**src/hw/rtl/shelf_rect_packer_macros.svh**
```systemverilog
// ----------------------------------------------------------------------------
// Shelf rectangle packer assertion macros
// Shared property shorthands for the packer's concurrent checks.
// ----------------------------------------------------------------------------
`ifndef SHELF_RECT_PACKER_MACROS_SVH
`define SHELF_RECT_PACKER_MACROS_SVH

// The consequent must hold in the same cycle as the antecedent.
`define SRP_ASSERT_NOW(lbl, ante, cons, msg) \
  lbl: assert property (@(posedge clk) disable iff (rst) (ante) |-> (cons)) else $error(msg);

// The consequent must hold in the cycle after the antecedent.
`define SRP_ASSERT_NEXT(lbl, ante, cons, msg) \
  lbl: assert property (@(posedge clk) disable iff (rst) (ante) |=> (cons)) else $error(msg);

`endif

```
**src/hw/rtl/srp_pkg.sv**
```systemverilog
// ----------------------------------------------------------------------------
// Shelf rectangle packer package
// Shared types, status codes and register constants.
// ----------------------------------------------------------------------------
`timescale 1ns / 1ps
`default_nettype none

package srp_pkg;

  // Result status codes.
  localparam logic [1:0] ST_PLACED = 2'd0;
  localparam logic [1:0] ST_EMPTY  = 2'd1;
  localparam logic [1:0] ST_FULL   = 2'd2;

  // Configuration register indexes.
  localparam logic [1:0] CFG_ATLAS_WIDTH  = 2'd0;
  localparam logic [1:0] CFG_ATLAS_HEIGHT = 2'd1;
  localparam logic [1:0] CFG_EDGE_PADDING = 2'd2;

  // Register reset values and the atlas size limit.
  localparam logic [14:0] ATLAS_LIMIT    = 15'd16384;
  localparam logic [14:0] AW_RESET       = 15'd1024;
  localparam logic [14:0] AH_RESET       = 15'd1024;
  localparam logic [7:0]  PAD_RESET      = 8'd1;

  // Commands from the controller to the datapath.
  typedef struct packed {
    logic load;     // latch the request word
    logic scan_rd;  // read one shelf entry for the scan
    logic decide;   // pick the best shelf or a new one
    logic commit;   // write the shelf entry and compute the position
    logic finish;   // grow the dirty area and load the output word
  } ctrl_cmd_t;

  // Status from the datapath to the controller.
  typedef struct packed {
    logic req_empty;  // the offered request has a zero dimension
    logic placed;     // the decision found room
    logic new_shelf;  // the decision opens a new shelf
  } dp_stat_t;

endpackage

`default_nettype wire

```
**src/hw/rtl/shelf_rect_packer.sv**
```systemverilog
// Sequence: an accepted word passes through the scan, drain, decide, commit and
// finish states; with no shelves open it starts at decide, and an empty request
// goes straight to finish. The scan reads one entry a cycle. A new word is taken
// only after finish loads the result; finish waits for a free output register.
// Reset clears the shelf count, shelf bottom, dirty area and handshake state and
// loads the register defaults; the shelf table needs no clearing pass.
// ----------------------------------------------------------------------------
// Shelf rectangle packer
// Best-height-fit shelf placement of padded rectangles into a 2-D atlas.
// ----------------------------------------------------------------------------
`timescale 1ns / 1ps
`default_nettype none

`include "shelf_rect_packer_macros.svh"

module shelf_rect_packer #(
  parameter int MAX_SHELVES = 64
) (
  input  wire logic        clk,
  input  wire logic        rst,
  input  wire logic        cfg_we,
  input  wire logic [1:0]  cfg_index,
  input  wire logic [14:0] cfg_data,
  input  wire logic        in_valid,
  output logic             in_ready,
  input  wire logic [11:0] rect_width,
  input  wire logic [11:0] rect_height,
  output logic             out_valid,
  input  wire logic        out_ready,
  output logic [1:0]       status,
  output logic [13:0]      place_x,
  output logic [13:0]      place_y,
  output logic [13:0]      dirty_x,
  output logic [13:0]      dirty_y,
  output logic [14:0]      dirty_w,
  output logic [14:0]      dirty_h
);
  import srp_pkg::*;

  localparam int IDX_W = (MAX_SHELVES > 1) ? $clog2(MAX_SHELVES) : 1;
  localparam int CNT_W = $clog2(MAX_SHELVES + 1);
  localparam logic [CNT_W-1:0] SLOTS = CNT_W'(MAX_SHELVES);

  ctrl_cmd_t        cmd;
  dp_stat_t         stat;
  logic [IDX_W-1:0] rd_addr;
  logic [CNT_W-1:0] shelf_count;
  logic             opening;

  srp_controller #(
    .IDX_W       (IDX_W),
    .CNT_W       (CNT_W)
  ) u_ctrl (
    .clk         (clk),
    .rst         (rst),
    .in_valid    (in_valid),
    .in_ready    (in_ready),
    .out_valid   (out_valid),
    .out_ready   (out_ready),
    .stat        (stat),
    .cmd         (cmd),
    .rd_addr     (rd_addr),
    .shelf_count (shelf_count)
  );

  srp_datapath #(
    .MAX_SHELVES (MAX_SHELVES),
    .IDX_W       (IDX_W),
    .CNT_W       (CNT_W)
  ) u_dp (
    .clk         (clk),
    .rst         (rst),
    .cfg_we      (cfg_we),
    .cfg_index   (cfg_index),
    .cfg_data    (cfg_data),
    .rect_width  (rect_width),
    .rect_height (rect_height),
    .cmd         (cmd),
    .rd_addr     (rd_addr),
    .shelf_count (shelf_count),
    .stat        (stat),
    .status      (status),
    .place_x     (place_x),
    .place_y     (place_y),
    .dirty_x     (dirty_x),
    .dirty_y     (dirty_y),
    .dirty_w     (dirty_w),
    .dirty_h     (dirty_h)
  );

  // A commit that opens a new shelf.
  assign opening = cmd.commit && stat.placed && stat.new_shelf;

  // The scan only reads shelves that have been opened.
  `SRP_ASSERT_NOW(a_scan_in_range, cmd.scan_rd, CNT_W'(rd_addr) < shelf_count, "scan out of range")
  // A new shelf is only opened while the table has room.
  `SRP_ASSERT_NOW(a_table_room, opening, shelf_count < SLOTS, "shelf table overflow")
  // One word at a time: acceptance closes the input until the result is out.
  `SRP_ASSERT_NEXT(a_one_at_a_time, in_valid && in_ready, !in_ready, "word accepted while busy")

endmodule

`default_nettype wire

```
**src/hw/rtl/srp_datapath.sv**
```systemverilog
// ----------------------------------------------------------------------------
// Shelf rectangle packer datapath
// Config registers, shelf table memory, best-fit scan, placement and output.
// ----------------------------------------------------------------------------
`timescale 1ns / 1ps
`default_nettype none

module srp_datapath #(
  parameter int MAX_SHELVES = 64,
  parameter int IDX_W       = 6,
  parameter int CNT_W       = 7
) (
  input  wire logic              clk,
  input  wire logic              rst,
  input  wire logic              cfg_we,
  input  wire logic [1:0]        cfg_index,
  input  wire logic [14:0]       cfg_data,
  input  wire logic [11:0]       rect_width,
  input  wire logic [11:0]       rect_height,
  input  wire srp_pkg::ctrl_cmd_t cmd,
  input  wire logic [IDX_W-1:0]  rd_addr,
  input  wire logic [CNT_W-1:0]  shelf_count,
  output srp_pkg::dp_stat_t      stat,
  output logic [1:0]             status,
  output logic [13:0]            place_x,
  output logic [13:0]            place_y,
  output logic [13:0]            dirty_x,
  output logic [13:0]            dirty_y,
  output logic [14:0]            dirty_w,
  output logic [14:0]            dirty_h
);
  import srp_pkg::*;

  // Shelf entry: top, padded height, fill cursor.
  localparam int ENTRY_W = 14 + 14 + 15;

  logic [14:0] aw;
  logic [14:0] ah;
  logic [7:0]  pad;

  logic [11:0] req_w;
  logic [11:0] req_h;
  logic [12:0] need_w;
  logic [12:0] need_h;

  logic [ENTRY_W-1:0] mem [MAX_SHELVES];
  logic [ENTRY_W-1:0] rd_data;
  logic               eval_q;
  logic [IDX_W-1:0]   eval_idx;
  logic [13:0]        rd_top;
  logic [13:0]        rd_span;
  logic [14:0]        rd_fill;

  logic             found;
  logic [IDX_W-1:0] best_idx;
  logic [13:0]      best_waste;
  logic [13:0]      best_top;
  logic [13:0]      best_span;
  logic [14:0]      best_fill;

  logic        sel_ok;
  logic        sel_new;
  logic [13:0] sel_top;
  logic [13:0] sel_span;
  logic [14:0] sel_fill;

  logic [14:0] next_top;
  logic [1:0]  res_status;
  logic [13:0] res_x;
  logic [13:0] res_y;

  logic [13:0] area_x;
  logic [13:0] area_y;
  logic [14:0] area_w;
  logic [14:0] area_h;

  logic [1:0]  out_status;
  logic [13:0] out_x;
  logic [13:0] out_y;

  logic        fit_old;
  logic [13:0] waste;
  logic        table_room;
  logic [15:0] nt_sum;
  logic        fit_new;
  logic [15:0] fill_sum;
  logic [IDX_W-1:0] wr_addr;

  logic [15:0] rx_end;
  logic [15:0] ry_end;
  logic [15:0] ax_end;
  logic [15:0] ay_end;
  logic [13:0] gx0;
  logic [13:0] gy0;
  logic [15:0] gx1;
  logic [15:0] gy1;

  // Configuration writes; atlas sizes are clamped to the limit on entry.
  always_ff @(posedge clk) begin
    if (rst) begin
      aw  <= AW_RESET;
      ah  <= AH_RESET;
      pad <= PAD_RESET;
    end else if (cfg_we) begin
      case (cfg_index)
        CFG_ATLAS_WIDTH:  aw  <= (cfg_data > ATLAS_LIMIT) ? ATLAS_LIMIT : cfg_data;
        CFG_ATLAS_HEIGHT: ah  <= (cfg_data > ATLAS_LIMIT) ? ATLAS_LIMIT : cfg_data;
        CFG_EDGE_PADDING: pad <= cfg_data[7:0];
        default: ;
      endcase
    end
  end

  assign stat.req_empty = (rect_width == 12'd0) || (rect_height == 12'd0);
  assign stat.placed    = sel_ok;
  assign stat.new_shelf = sel_new;

  // Shelf table memory with a registered read port.
  always_ff @(posedge clk) begin
    if (cmd.commit && sel_ok) begin
      mem[wr_addr] <= {sel_top, sel_span, fill_sum[14:0]};
    end
    if (cmd.scan_rd) begin
      rd_data <= mem[rd_addr];
    end
  end

  assign rd_top  = rd_data[ENTRY_W-1 -: 14];
  assign rd_span = rd_data[28:15];
  assign rd_fill = rd_data[14:0];

  // Read-valid tracking for the scan pipeline.
  always_ff @(posedge clk) begin
    if (rst) begin
      eval_q <= 1'b0;
    end else begin
      eval_q <= cmd.scan_rd;
    end
    eval_idx <= rd_addr;
  end

  // Fit test for the shelf entry coming out of the memory.
  assign fit_old = (rd_span >= {1'b0, need_h}) &&
                   ((16'(rd_fill) + 16'(need_w)) <= 16'(aw));
  assign waste   = rd_span - {1'b0, need_h};

  // Request latch and running best fit.
  always_ff @(posedge clk) begin
    if (cmd.load) begin
      req_w  <= rect_width;
      req_h  <= rect_height;
      need_w <= 13'(rect_width) + 13'({pad, 1'b0});
      need_h <= 13'(rect_height) + 13'({pad, 1'b0});
      found  <= 1'b0;
    end else if (eval_q && fit_old && (!found || (waste < best_waste))) begin
      found      <= 1'b1;
      best_idx   <= eval_idx;
      best_waste <= waste;
      best_top   <= rd_top;
      best_span  <= rd_span;
      best_fill  <= rd_fill;
    end
  end

  // New shelf test against the table size and the atlas bounds.
  assign table_room = shelf_count < CNT_W'(MAX_SHELVES);
  assign nt_sum     = 16'(next_top) + 16'(need_h) + 16'd1;
  assign fit_new    = table_room && (15'(need_w) <= aw) && (nt_sum <= 16'(ah));

  // Decision: the best existing shelf, else a new one, else no room.
  always_ff @(posedge clk) begin
    if (rst) begin
      sel_ok  <= 1'b0;
      sel_new <= 1'b0;
    end else if (cmd.decide) begin
      if (found) begin
        sel_ok  <= 1'b1;
        sel_new <= 1'b0;
      end else begin
        sel_ok  <= fit_new;
        sel_new <= fit_new;
      end
    end
  end

  always_ff @(posedge clk) begin
    if (cmd.decide) begin
      if (found) begin
        sel_top  <= best_top;
        sel_span <= best_span;
        sel_fill <= best_fill;
      end else begin
        sel_top  <= next_top[13:0];
        sel_span <= {1'b0, need_h};
        sel_fill <= 15'd0;
      end
    end
  end

  assign fill_sum = 16'(sel_fill) + 16'(need_w);
  assign wr_addr  = sel_new ? shelf_count[IDX_W-1:0] : best_idx;

  // Shelf bottom pointer advances when a shelf is opened.
  always_ff @(posedge clk) begin
    if (rst) begin
      next_top <= 15'd0;
    end else if (cmd.commit && sel_ok && sel_new) begin
      next_top <= nt_sum[14:0];
    end
  end

  // Placement result of the current request.
  always_ff @(posedge clk) begin
    if (cmd.load) begin
      res_status <= ST_EMPTY;
      res_x      <= 14'd0;
      res_y      <= 14'd0;
    end else if (cmd.commit) begin
      if (sel_ok) begin
        res_status <= ST_PLACED;
        res_x      <= 14'(15'(sel_fill) + 15'(pad));
        res_y      <= 14'(15'(sel_top) + 15'(pad));
      end else begin
        res_status <= ST_FULL;
        res_x      <= 14'd0;
        res_y      <= 14'd0;
      end
    end
  end

  // Union of the dirty area with the placed rectangle.
  assign rx_end = 16'(res_x) + 16'(req_w);
  assign ry_end = 16'(res_y) + 16'(req_h);
  assign ax_end = 16'(area_x) + 16'(area_w);
  assign ay_end = 16'(area_y) + 16'(area_h);
  assign gx0    = (area_x < res_x) ? area_x : res_x;
  assign gy0    = (area_y < res_y) ? area_y : res_y;
  assign gx1    = (ax_end > rx_end) ? ax_end : rx_end;
  assign gy1    = (ay_end > ry_end) ? ay_end : ry_end;

  always_ff @(posedge clk) begin
    if (rst) begin
      area_x <= 14'd0;
      area_y <= 14'd0;
      area_w <= 15'd0;
      area_h <= 15'd0;
    end else if (cmd.finish && (res_status == ST_PLACED)) begin
      if ((area_w == 15'd0) && (area_h == 15'd0)) begin
        area_x <= res_x;
        area_y <= res_y;
        area_w <= 15'(req_w);
        area_h <= 15'(req_h);
      end else begin
        area_x <= gx0;
        area_y <= gy0;
        area_w <= 15'(gx1 - 16'(gx0));
        area_h <= 15'(gy1 - 16'(gy0));
      end
    end
  end

  // Output word; the dirty area changes only when a new word is loaded.
  always_ff @(posedge clk) begin
    if (cmd.finish) begin
      out_status <= res_status;
      out_x      <= res_x;
      out_y      <= res_y;
    end
  end

  assign status  = out_status;
  assign place_x = out_x;
  assign place_y = out_y;
  assign dirty_x = area_x;
  assign dirty_y = area_y;
  assign dirty_w = area_w;
  assign dirty_h = area_h;

endmodule

`default_nettype wire

```
**src/hw/rtl/srp_controller.sv**
```systemverilog
// ----------------------------------------------------------------------------
// Shelf rectangle packer controller
// Sequences accept, shelf scan, decision, commit and output hand-off.
// ----------------------------------------------------------------------------
`timescale 1ns / 1ps
`default_nettype none

module srp_controller #(
  parameter int IDX_W       = 6,
  parameter int CNT_W       = 7
) (
  input  wire logic              clk,
  input  wire logic              rst,
  input  wire logic              in_valid,
  output logic                   in_ready,
  output logic                   out_valid,
  input  wire logic              out_ready,
  input  wire srp_pkg::dp_stat_t stat,
  output srp_pkg::ctrl_cmd_t     cmd,
  output logic [IDX_W-1:0]       rd_addr,
  output logic [CNT_W-1:0]       shelf_count
);
  import srp_pkg::*;

  localparam logic [2:0] S_IDLE   = 3'd0;
  localparam logic [2:0] S_SCAN   = 3'd1;
  localparam logic [2:0] S_DRAIN  = 3'd2;
  localparam logic [2:0] S_DECIDE = 3'd3;
  localparam logic [2:0] S_COMMIT = 3'd4;
  localparam logic [2:0] S_FINISH = 3'd5;

  logic [2:0]       state;
  logic [2:0]       state_next;
  logic [IDX_W-1:0] scan_idx;
  logic [IDX_W-1:0] scan_idx_next;
  logic [CNT_W-1:0] count;
  logic [CNT_W-1:0] count_next;
  logic             out_valid_q;
  logic             out_valid_next;
  logic             out_free;

  assign out_free    = !out_valid_q || out_ready;
  assign rd_addr     = scan_idx;
  assign shelf_count = count;
  assign out_valid   = out_valid_q;

  // Next-state and command decode.
  always_comb begin
    state_next     = state;
    scan_idx_next  = scan_idx;
    count_next     = count;
    out_valid_next = out_valid_q && !out_ready;
    in_ready       = 1'b0;
    cmd            = '0;
    case (state)
      S_IDLE: begin
        in_ready = 1'b1;
        if (in_valid) begin
          cmd.load      = 1'b1;
          scan_idx_next = '0;
          if (stat.req_empty) begin
            state_next = S_FINISH;
          end else if (count == '0) begin
            state_next = S_DECIDE;
          end else begin
            state_next = S_SCAN;
          end
        end
      end
      S_SCAN: begin
        cmd.scan_rd = 1'b1;
        if ((CNT_W'(scan_idx) + CNT_W'(1)) == count) begin
          state_next = S_DRAIN;
        end else begin
          scan_idx_next = scan_idx + IDX_W'(1);
        end
      end
      S_DRAIN: begin
        // The last entry read is evaluated here.
        state_next = S_DECIDE;
      end
      S_DECIDE: begin
        cmd.decide = 1'b1;
        state_next = S_COMMIT;
      end
      S_COMMIT: begin
        cmd.commit = 1'b1;
        if (stat.placed && stat.new_shelf) begin
          count_next = count + CNT_W'(1);
        end
        state_next = S_FINISH;
      end
      S_FINISH: begin
        if (out_free) begin
          cmd.finish     = 1'b1;
          out_valid_next = 1'b1;
          state_next     = S_IDLE;
        end
      end
      default: begin
        state_next = S_IDLE;
      end
    endcase
  end

  // Control registers.
  always_ff @(posedge clk) begin
    if (rst) begin
      state       <= S_IDLE;
      scan_idx    <= '0;
      count       <= '0;
      out_valid_q <= 1'b0;
    end else begin
      state       <= state_next;
      scan_idx    <= scan_idx_next;
      count       <= count_next;
      out_valid_q <= out_valid_next;
    end
  end

endmodule

`default_nettype wire

```
**config.mk**
```make
export PLATFORM = sky130hd
export DESIGN_NAME = shelf_rect_packer
export DESIGN_NICKNAME = d
export VERILOG_FILES = /design/src/hw/rtl/srp_pkg.sv /design/src/hw/rtl/shelf_rect_packer.sv /design/src/hw/rtl/srp_datapath.sv /design/src/hw/rtl/srp_controller.sv
export VERILOG_INCLUDE_DIRS = /design/src /design/src/hw/rtl
export SDC_FILE = /design/constraint.sdc
export NUM_CORES = 2
export LEC_CHECK = 0
export BUFFER_PORTS_ARGS = -buffer_cell sky130_fd_sc_hd__buf_2
export CAP_MARGIN = 25
export CORE_MARGIN = 5
export CORE_UTILIZATION = 30
export CTS_CLUSTER_DIAMETER = 120
export DETAILED_ROUTE_END_ITERATION = 12
export PLACE_DENSITY = 0.45
export REMOVE_ABC_BUFFERS = 1
export SYNTH_ARGS = -nofsm -noshare
export SYNTH_HDL_FRONTEND = slang
export SYNTH_HIERARCHICAL = 1
export SYNTH_SLANG_ARGS = --single-unit
```
**constraint.sdc**
```tcl
create_clock -name clk -period 8.76 [get_ports clk]
set_input_delay 1.314 -clock clk [delete_from_list [all_inputs] [get_ports clk]]
set_output_delay 1.314 -clock clk [all_outputs]
set_load 0.05 [all_outputs]
```
# [Word level (Yosys, flattened, before mapping)]
# Memory sizes are Yosys's and may differ from the RTL's. A register that Yosys moved wholly into a read port is not among the register bits.
# Cells that the tools add are included.
[op_classes] addsub=18 order_cmp=11 n_eq_ne=12 muxes=38 n_bitwise=1 n_reduce_logical=33
[op_table] operator="14-bit 2-to-1 mux" count=7
[op_table] operator="15-bit 2-to-1 mux" count=5
[op_table] operator="14-bit less-than comparator" count=3
[op_table] operator="14-bit by 15-bit adder with 16-bit output" count=2
[op_table] operator="15-bit by 13-bit adder with 16-bit output" count=2
[op_table] operator="16-bit by 15-bit greater-than comparator with 1-bit output" count=2
[op_table] operator="16-bit by 15-bit less-or-equal comparator with 1-bit output" count=2
[op_table] operator="14-bit by 12-bit adder with 15-bit output" count=2
[op_table] operator="15-bit logical NOT" count=2
[op_table] operator="15-bit by 14-bit subtractor with 15-bit output" count=2
[op_table] operator="14-bit by 8-bit adder with 14-bit output" count=2
[op_table] operator="12-bit by 9-bit adder with 13-bit output" count=2
[op_table] operator="12-bit logical NOT" count=2
[op_table] operator="6-bit 2-to-1 mux" count=3
[op_table] operator="3-bit one-hot mux with 6 select lines" count=1
[op_table] operator="16-bit by 1-bit adder with 16-bit output (second input constant)" count=1
[op_table] operator="15-bit by 13-bit adder with 15-bit output" count=1
[op_table] operator="15-bit greater-than comparator (second input constant)" count=1
[op_table] operator="13-bit by 15-bit less-or-equal comparator with 1-bit output" count=1
[op_table] operator="14-bit by 13-bit greater-or-equal comparator with 1-bit output" count=1
[op_table] operator="1-bit 2-to-1 mux" count=14
[op_table] operator="14-bit by 13-bit subtractor with 14-bit output" count=1
[op_table] operator="13-bit 2-to-1 mux" count=1
[op_table] operator="3-bit 2-to-1 mux" count=4
[op_table] operator="other kinds (24)" count=49
[totals] register_bits=354 ram_bits=2752 in_bits=46 out_inout_bits=90 elab_cells=150 n_memories=1
[mem_list] name="u_dp.mem" words=64 word_bits=43 read_ports=1 rd_clocked_by_memory_dff=1 wr=1 line_no="srp_datapath.sv:46" rtl="logic [ENTRY_W-1:0] mem [MAX_SHELVES];"

# [Longest topological paths before layout]
[depth] ltp_word=6 mapped_depth=27 ltp_nobuf=27

# [Hierarchy]
# The synthesis kept the hierarchy.
[modules_own_cells] module="srp_datapath" instances=1 cells_per_inst=6449 area_each_um2=128319.3 seq_area_each_um2=92478.7
[modules_own_cells] module="srp_controller" instances=1 cells_per_inst=136 area_each_um2=1108.6 seq_area_each_um2=340.3

# [Least setup slack after synthesis]
# Ideal clock, no wire load.
[synth_timing] path_kind="register to register" start="register u_dp/req_w[0] (netlist name)" end="register u_dp.best_fill[0] (enable)" arrival_ns=7.735 setup_slack_ns=0.464 path_stages_with_launch=18 n_path_buf=0 synth_period_minus_slack_ns=8.296 cell_sequence="edfxtp_1 > ha_1 > fa_1 > a21o_1 > a21oi_1 > o21bai_1 > a21oi_1 > o21bai_1 > a21oi_1 > or4b_2 > o211ai_1 > ha_1 > nand4_1 > nor4_1 > a41oi_1 > nand2_1 > o211ai_1 > nor3_1"
[synth_rtl] element="end signal: assignment" line_no="srp_datapath.sv:161" rtl="best_fill <= rd_fill;"
[synth_rtl] element="end: declaration" line_no="srp_datapath.sv:59" rtl="logic [14:0] best_fill;"

# [Worst setup path after layout]
[layout_timing] start="register u_dp.area_y[0], in the netlist u_dp/dirty_y[0]" end="register u_dp.area_h[13], in the netlist u_dp/dirty_h[13]"
[layout_via] elab_chain_cells=5 word_cells_on_any_way=7
[layout_rtl] element="start: declaration" line_no="srp_datapath.sv:73" rtl="logic [13:0] area_y;"
[layout_rtl] element="start signal: assignment" line_no="srp_datapath.sv:250" rtl="area_y <= res_y;"
[layout_rtl] element="start signal: assignment" line_no="srp_datapath.sv:255" rtl="area_y <= gy0;"
[layout_rtl] element="14-bit by 15-bit adder with 16-bit output" line_no="srp_datapath.sv:235" rtl="assign ay_end = 16'(area_y) + 16'(area_h);"
[layout_rtl] element="16-bit by 15-bit greater-than comparator with 1-bit output" line_no="srp_datapath.sv:239" rtl="assign gy1 = (ay_end > ry_end) ? ay_end : ry_end;"
[layout_rtl] element="15-bit 2-to-1 mux" line_no="srp_datapath.sv:239"
[layout_rtl] element="15-bit by 14-bit subtractor with 15-bit output *" line_no="srp_datapath.sv:257" rtl="area_h <= 15'(gy1 - 16'(gy0));"
[layout_rtl] element="15-bit 2-to-1 mux *" line_no="srp_datapath.sv:248" rtl="if ((area_w == 15'd0) && (area_h == 15'd0)) begin"
[layout_rtl] element="end signal: assignment" line_no="srp_datapath.sv:252" rtl="area_h <= 15'(req_h);"
[layout_rtl] element="end signal: assignment" line_no="srp_datapath.sv:257"
[layout_rtl] element="end: declaration" line_no="srp_datapath.sv:75" rtl="logic [14:0] area_h;"
# Every way passes the cells marked *; elsewhere a longest branch is shown, timed or not.
# A chain may end at the register's enable or synchronous reset.

==> impl_metrics.ini <==
[sta]
fmax_ghz = 0.147
maxSlewHeadroom_pct = 24.3
min_period_ps = 6810
tightest_slew_ps = 1130
rsz0062_at_grt = no
worst_slack_ps = 1950
holdWs_ps = 403
period_share_pct = 77.8
hold_viol_final = 0
fin_worst_skew_ps = 96.2
drv_slew = 0
setup_violations = 0

[critical_path]
cp.arrival_ps = 7600
slowest_stage = o41ai_1
cp-end-kind = register
critPathKind = register to register
worstPathRequired_ps = 9550
slowest_delay_ps = 500
cp_max_fo = 17
cp-start-kind = register

[logic_synthesis]
avgSynthCellArea_um2 = 19.7
syn_area_um2 = 129000
ys_ff_latch = 3147
synth-edff-count = 2979
synth_warnings = 6
ys.flop_type = edfxtp_1
ys_seq_area_share_pct = 71.7
ys_async_sr_fraction_pct = 0
syn-instance-count = 6585
synth_cell_types = 82

[clocking]
cts-root-buf = clkbuf_16
cts_buffer_depth = 4
clkLatencyLatePin_ps = 970
postCtsHoldBufs = 0
cts_max_level = 5
cts_buffers = 353
clock-sinks = 3147
clk_pin_slew_ps = 60
cts_repair_resize_count = 0
postCtsSetupRepairBufs = 0
cts_tree = yes

[flow_run]
max_cap_viol_count = 0

[global_route]
antenna_found_initial = 35
grtUsageTotal_pct = 17.8
grt_pass1_wl_um = 558000
grt_pass1_vias = 68200
grt_max_degree = 122
overflow = 0

[routing]
drt_iter0_drc = 7179
drc = 0
viasPerCell = 5.22
vias = 67900
drtAntennaViolNets = 0
dr.pass1.iters = 6
wl_per_cell_um = 31.1
wirelength_um = 405000

[finish]
synthToLayoutAreaGrowth_pct = 15.9
final_nets = 7345
final_cell_mix = edfxtp_1 (2979), mux4_2 (891), clkbuf_16 (360), nand2_1 (282), ha_1 (278)
drive_above_1_share_pct = 26.0
final_area_um2 = 150000
final_common_cell = edfxtp_1

[pwr]
leakage_nw = 47.2
powerDensity_nw_per_um2 = 246
power_mw = 36.9
ir_drop_mv = 0.153

[die]
dieHeight_um = 667
die_area_um2 = 445000
rows = 241
coreArea_um2 = 430000
die_w_um = 667
start_util_pct = 30.1
io-pin-count = 136

[status]
outcome = completed

[place]
numPortBuffers = 135
place.gp.congestion = 0.827
placed_cell_area_um2 = 139000
place_hpwl_um = 234000
post-place-ws_ps = 1950

[worst_hold_path]
hold_class = register to register
-- metal layers --
| metal | routed length (um) | global-route usage (%) | vias up |
|---|---|---|---|
| met3 | 22700 | 2.33 | 523 |
| met2 | 192000 | 28.8 | 2153 |
| met1 | 180000 | 25.4 | 37200 |
| li1 | - | - | 28000 |
| met5 | 8 | 0 | - |
| met4 | 9800 | 4.28 | 2 |
-- stage by stage --
step	utilization, %	setup TNS [ps]	instances
2_1_floorplan	-	-1146640	6296
3_3_place_gp	32.2	0	12300
3_5_place_dp	32.2	0	12400
4_1_cts	34.8	0	13000
5_1_grt	34.9	0	13000
6_report	34.9	0	13000
-- power by group --
part | switching, mW | internal, mW
registers | 0.193 | 17.4
logic | 2.86 | 1.93
clock network | 6.11 | 8.44
total | 9.17 | 27.8
-- kinds of logic after synthesis --
group	Yosys count	synth area share, %
compound gates	641	3.22
xor+xnor	150	1.02
fa+ha+maj	293	2.91
buf+inv	467	1.44
flops	3147	71.7
mux	1015	16.5
simple gates	872	3.20
-- worst paths after layout --
path | from | endpoint | slack [ps] | cells past startpoint
max | u_dp/dirty_y[0] | u_dp/dirty_h[13] | 1950 | 27
min | u_dp/eval_idx[5] | u_dp/best_idx[5] | 400 | 0
max reg2reg | u_dp/dirty_y[0] | u_dp/dirty_h[13] | 1950 | 27
min reg2reg | u_dp/eval_idx[5] | u_dp/best_idx[5] | 400 | 0
-- registers in the layout, summed over array words and instances (netlist names), 14 cells and up --
name	count
u_dp/mem	2752
u_dp/rd_data	43
u_dp/ah	15
u_dp/aw	15
u_dp/best_fill	15
u_dp/dirty_h	15
u_dp/dirty_w	15
u_dp/next_top	15
u_dp/sel_fill	15
u_dp/best_span	14
u_dp/best_top	14
u_dp/best_waste	14
u_dp/dirty_x	14
u_dp/dirty_y	14
u_dp/place_x	14
u_dp/place_y	14
u_dp/res_x	14
u_dp/res_y	14
u_dp/sel_span	14
u_dp/sel_top	14
-- cells in the mapped netlist, types with 21 or more instances --
cell,count,share of area [%]
edfxtp_1,2979,69
mux4_2,891,16
nand2_1,282,0.82
ha_1,279,2.7
nor2_1,239,0.69
clkbuf_1,179,0.52
inv_1,177,0.51
a21oi_1,175,0.68
dfxtp_1,168,2.6
o21ai_0,143,0.55
xnor2_1,97,0.66
mux2i_1,88,0.68
a21o_1,69,0.40
buf_2,68,0.26
nor3_1,60,0.23
xor2_1,53,0.36
nand3_1,50,0.19
nor2b_1,48,0.23
mux2_2,36,0.31
buf_1,34,0.099
and2_1,28,0.14
o31ai_1,27,0.16
a211oi_1,26,0.15
nand4_1,26,0.13
a22oi_1,23,0.13
o21a_1,22,0.13
o21bai_1,22,0.13
nor4_1,21,0.10
-- layout make-up --
class                   count  area (um^2)
well taps                5710         7140
clock inverters           207         1950
multi-input cells        2971        35400
diodes                      6         15.0
fillers                 40100       280000
flip-flops and latches   3147        92800
clock buffers             434         9350
repair buffers            355         2690
inverters                 178          668
-- worst max-delay path: cells and delay by family (launching register included) --
family                   cells  cell delay, ps
AO/OA/AOI/OAI               12            2930
buffers and inverters        2             400
adder cells (fa/ha/maj)      4            1230
flip-flops                   1             340
AND/OR/NAND/NOR              7            1260
multiplexers                 1             370
XOR/XNOR                     1             190
Power figures use the tool's default switching activity.
